--- config.mk ---
export PLATFORM = sky130hd
export DESIGN_NAME = gha_decide
export DESIGN_NICKNAME = d
export VERILOG_FILES = /design/src/hdl/gha_pkg.sv /design/src/hdl/gha_decide.sv
export SDC_FILE = /design/constraint.sdc
export NUM_CORES = 1
export LEC_CHECK = 0
export BUFFER_PORTS_ARGS = -buffer_cell sky130_fd_sc_hd__buf_2
export CAP_MARGIN = 20
export CELL_PAD_IN_SITES_DETAIL_PLACEMENT = 0
export CELL_PAD_IN_SITES_GLOBAL_PLACEMENT = 1
export CORE_ASPECT_RATIO = 0.8
export CORE_UTILIZATION = 25
export DETAILED_ROUTE_END_ITERATION = 12
export PLACE_DENSITY = 0.77
export SLEW_MARGIN = 0
export SYNTH_ARGS = -nofsm -noshare
export SYNTH_HDL_FRONTEND = slang
export SYNTH_SLANG_ARGS = --single-unit
export TNS_END_PERCENT = 30
--- constraint.sdc ---
create_clock -name vclk -period 3.8
set_input_delay 0.38 -clock vclk [all_inputs]
set_output_delay 0.38 -clock vclk [all_outputs]
set_load 0.1 [all_outputs]
--- src/hdl/gha_pkg.sv ---
`timescale 1ns / 1ps
`default_nettype none

package gha_pkg;

  localparam int unsigned SlotCountDef = 512;

  localparam int unsigned OpW      = 2;
  localparam int unsigned SlotIdxW = 10;
  localparam int unsigned GenW     = 8;
  localparam int unsigned KindW    = 4;
  localparam int unsigned StatusW  = 2;
  localparam int unsigned ResSlotW = 9;

  // Generations count modulo 255, so 255 itself never matches.
  localparam logic [GenW-1:0] GenMax = GenW'(254);

  typedef enum logic [OpW-1:0] {
    OpSpawn   = 2'd0,
    OpDestroy = 2'd1,
    OpAlive   = 2'd2,
    OpGet     = 2'd3
  } op_e;

  typedef enum logic [StatusW-1:0] {
    StOk    = 2'd0,
    StFull  = 2'd1,
    StRange = 2'd2,
    StStale = 2'd3
  } status_e;

  // One word of the slot memory.
  typedef struct packed {
    logic             live;
    logic [GenW-1:0]  gen;
    logic [KindW-1:0] kind;
  } entry_t;

  // Update strobes from the decision logic to the state owner.
  typedef struct packed {
    logic    slot_we;
    logic    push;
    logic    pop;
    logic    take_fresh;
    status_e status;
  } ctl_t;

endpackage

`default_nettype wire

--- src/hdl/gha_decide.sv ---
`timescale 1ns / 1ps
`default_nettype none

module gha_decide #(
  parameter int unsigned SLOT_COUNT = gha_pkg::SlotCountDef
) (
  input  gha_pkg::op_e                       op_i,
  input  logic                               range_err_i,
  input  logic [$clog2(SLOT_COUNT)-1:0]      slot_i,
  input  logic [gha_pkg::GenW-1:0]           gen_i,
  input  logic [gha_pkg::KindW-1:0]          kind_i,
  input  gha_pkg::entry_t                    rdata_i,
  input  logic                               slot0_wr_i,
  input  logic [$clog2(SLOT_COUNT):0]        free_cnt_i,
  input  logic [$clog2(SLOT_COUNT):0]        fresh_next_i,
  input  logic [$clog2(SLOT_COUNT)-1:0]      stk_slot_i,
  input  logic [gha_pkg::GenW-1:0]           stk_gen_i,
  output gha_pkg::ctl_t                      ctl_o,
  output logic [$clog2(SLOT_COUNT)-1:0]      wr_addr_o,
  output gha_pkg::entry_t                    wr_entry_o,
  output logic [$clog2(SLOT_COUNT)-1:0]      res_slot_o,
  output logic [gha_pkg::GenW-1:0]           res_gen_o,
  output logic [gha_pkg::KindW-1:0]          res_kind_o
);
  import gha_pkg::*;

  localparam int unsigned SlotW = $clog2(SLOT_COUNT);
  localparam int unsigned CntW  = SlotW + 1;

  entry_t          eff;
  logic [GenW-1:0] gen_nx;
  logic            match;

  // Slots at or above the fresh mark were never written: they read as reset.
  always_comb begin
    if (slot_i == '0 && !slot0_wr_i) begin
      eff = '{live: 1'b1, gen: '0, kind: '0};
    end else if ({1'b0, slot_i} >= fresh_next_i) begin
      eff = '0;
    end else begin
      eff = rdata_i;
    end
  end

  assign gen_nx = (eff.gen == GenMax) ? '0 : eff.gen + GenW'(1);
  assign match  = (eff.gen == gen_i);

  always_comb begin
    ctl_o      = '{slot_we: 1'b0, push: 1'b0, pop: 1'b0, take_fresh: 1'b0, status: StOk};
    wr_addr_o  = slot_i;
    wr_entry_o = eff;
    res_slot_o = '0;
    res_gen_o  = '0;
    res_kind_o = '0;
    case (op_i)
      OpSpawn: begin
        if (free_cnt_i != '0) begin
          ctl_o.pop  = 1'b1;
          wr_addr_o  = stk_slot_i;
          wr_entry_o = '{live: 1'b1, gen: stk_gen_i, kind: kind_i};
        end else if (fresh_next_i < CntW'(SLOT_COUNT)) begin
          ctl_o.take_fresh = 1'b1;
          wr_addr_o  = fresh_next_i[SlotW-1:0];
          wr_entry_o = '{live: 1'b1, gen: '0, kind: kind_i};
        end else begin
          ctl_o.status = StFull;
        end
        if (ctl_o.status == StOk) begin
          ctl_o.slot_we = 1'b1;
          res_slot_o    = wr_addr_o;
          res_gen_o     = wr_entry_o.gen;
          res_kind_o    = kind_i;
        end
      end
      OpGet: begin
        if (range_err_i) begin
          ctl_o.status = StRange;
        end else if (!match) begin
          ctl_o.status = StStale;
        end else begin
          res_slot_o = slot_i;
          res_gen_o  = eff.gen;
          res_kind_o = eff.kind;
        end
      end
      OpAlive, OpDestroy: begin
        if (range_err_i) begin
          ctl_o.status = StRange;
        end else if (!match || !eff.live) begin
          ctl_o.status = StStale;
        end else if (op_i == OpDestroy) begin
          ctl_o.slot_we = 1'b1;
          ctl_o.push    = (free_cnt_i < CntW'(SLOT_COUNT));
          wr_entry_o    = '{live: 1'b0, gen: gen_nx, kind: eff.kind};
          res_slot_o    = slot_i;
          res_gen_o     = gen_nx;
          res_kind_o    = eff.kind;
        end else begin
          res_slot_o = slot_i;
          res_gen_o  = eff.gen;
          res_kind_o = eff.kind;
        end
      end
      default: begin
        ctl_o.status = StStale;
      end
    endcase
  end

endmodule

`default_nettype wire

==> metrics <==
crit path DAT=3380 ps; Post-CTS Hold Buffers=0; Die Height=78.3 µm; Nets=511; DP HPWL=6.80 mm; CP top delay family=compound AO/OA/AOI/OAI gates; Yosys top cell by area=ha_1; status=completed; width of the chip=97.4 µm; Cells after DPL=500; largest net degree at the start of global routing=24; core box area=0.00696 mm²; CP Data Required Time=3420 ps; Slew HR=57.5%; maximum vdd drop=0.000148 V; Synth area leaders=ha_1 (8.9%), a21o_1 (7.8%), nand2_1 (7.4%), a21oi_1 (5.8%), nand3_1 (4.4%); clock buffer count=0; fin crit period=3760 ps; Fmax=0.266 GHz; PortBufs=124; Remaining Overflow, GRT=0; top sig layer=met4; crit path cell chain=buf_8, inv_6, ha_4, nand2b_4, a21o_1, a21o_1, a21oi_4, nand2_2, ha_4, nand4_1, o21ai_2, a211oi_2, o21ai_2, nor4_2, buf_4, a21oi_2, o211ai_1, clkbuf_16; Mapped Cells=287; crit share post-route=99.0%; max incr delay on CP=290 ps; Leak=0.00158 µW; M1 WL=3.95 mm; Layout area overhead=84.9%; placed cell area=0.00314 mm²; synth unique cells=55; Startpoint Class=input port; Max Transition Viols Final=0; CP max FO=6; Buf/Inv on CP=4; worst min-delay path category=input port to output port; first-pass GRT wire length=13.4 mm; vias in the first global route=2689; CP Class=input port to output port; seq_cells=0; RSZ-0062 raised after global routing=true; Antenna Cells=0; fill cell count=712; setup violators final=0; sequential area share after synthesis=0%; Post-synth top cells=nand2_1 (36), a21oi_1 (21), nor2_1 (21); Finished Layout Cells=508; Starting Density=26.2%; Tot GR Track Use=20.8%; Synth Cell Area=0.00182 mm²; layout cells sized above 1=44.9%; DRT Wirelength=8.67 mm; slowest CP cell=a211oi_2; pwr/cell area=198 mW/mm²; initial antenna violation count=0; drc violations=0; die area=0.00763 mm²; Max-cap violations=0; final instance area=0.00337 mm²; Ports=124; Mapped Nets=375; measured slew at the worst slew-check pin=632 ps; Avg Cell Area, Syn=6.34 µm²; CP endpoint kind=output port; top-area cell type share of the netlist area=8.93%; register area=0 µm²; GPL Wtd Cong=0.918; Met2 Routed Length=3.95 mm; Setup TNS=0 ps; met3 wire length=736 µm; most common cell in the netlist=nand2_1; DR iter-0 viols=226; Ys Warns=0; Fin. Hold Viols=0; Core Rows=27; DP Worst Slack=-51.8 ps; final setup margin=39.5 ps; WL/cell=17.1 µm; drt pass-1 iters=5; ANT nets after route=0; via count=2882; Via density=5.67
## path summary, 6_finish.rpt
kind / cells after the start / to / slack (ps) / from
hold / removal: 3 / ctl_o[4] / 1070 / free_cnt_i[9]
setup / recovery: 18 / wr_entry_o[6] / 40 / slot_i[0]
## report_power, final
part	switching (µW)	internal, µW	leakage [µW]
Clock	0	0	0
Combinational	453	213	0.00158
Sequential	0	0	0
## placed cells by master, fill, tap and decap left out, types with 3 or more instances in the layout
cell type,count
buf_4,27
a32oi_1,3
a31oi_1,4
a22o_1,5
buf_2,90
a21boi_0,10
o21ai_1,9
a21oi_1,19
or3_1,3
a22oi_1,5
inv_1,15
nor2b_1,4
nor3_1,5
a21o_1,19
o21ai_0,7
xor2_1,5
nand2_1,33
nor4_1,3
nand3_1,16
nand4_1,8
o221ai_1,4
ha_1,6
buf_12,30
nor2_1,21
a32o_1,4
o21a_1,3
ha_4,7
o21ai_2,3
## what timing repair did
| item | 4_1_cts | 5_1_grt |
|---|---|---|
| pin swaps | 2 | 17 |
| buffers inserted | 0 | 7 |
| gates resized for setup | 2 | 28 |
| endpoints found under the setup margin | 1 | 19 |
| gates cloned | 1 | 0 |
## cell type report
| class | instances | area, µm² | share of cell area, % |
|---|---|---|---|
| multi-input combinational | 251 | 1860 | 55.3 |
| inverter | 18 | 72.6 | 2.16 |
| timing repair buffer | 152 | 1320 | 39.3 |
| tap | 87 | 109 | 3.23 |
## kinds of logic after synthesis
kind of cell               after synthesis  synth area share (%)
AOI/OAI and AO/OA                      117                  46.0
adders and majority gates               13                  8.93
and+or+nand+nor                        113                  32.9
muxes                                    1                 0.550
buffers and inverters                   36                  8.25
xor gates and xnor gates                 7                  3.37
## through the flow
| stage | power, µW | utilization [%] | hold WS [ps] |
|---|---|---|---|
| after floorplan | 425 | - | 1070 |
| after global placement | 626 | 45.1 | 1070 |
| after detailed placement | 628 | 45.1 | 1080 |
| after CTS | 632 | 45.4 | 1080 |
| after global routing | 694 | 48.4 | 1080 |
| final | 666 | 48.4 | 1070 |
## layer usage
metal,vias up,track usage [%]
met5,-,0
met4,0,0.588
met3,8,1.78
met2,150,34.5
met1,1363,30.7
li1,1361,-
Power figures use the tool's default switching activity.
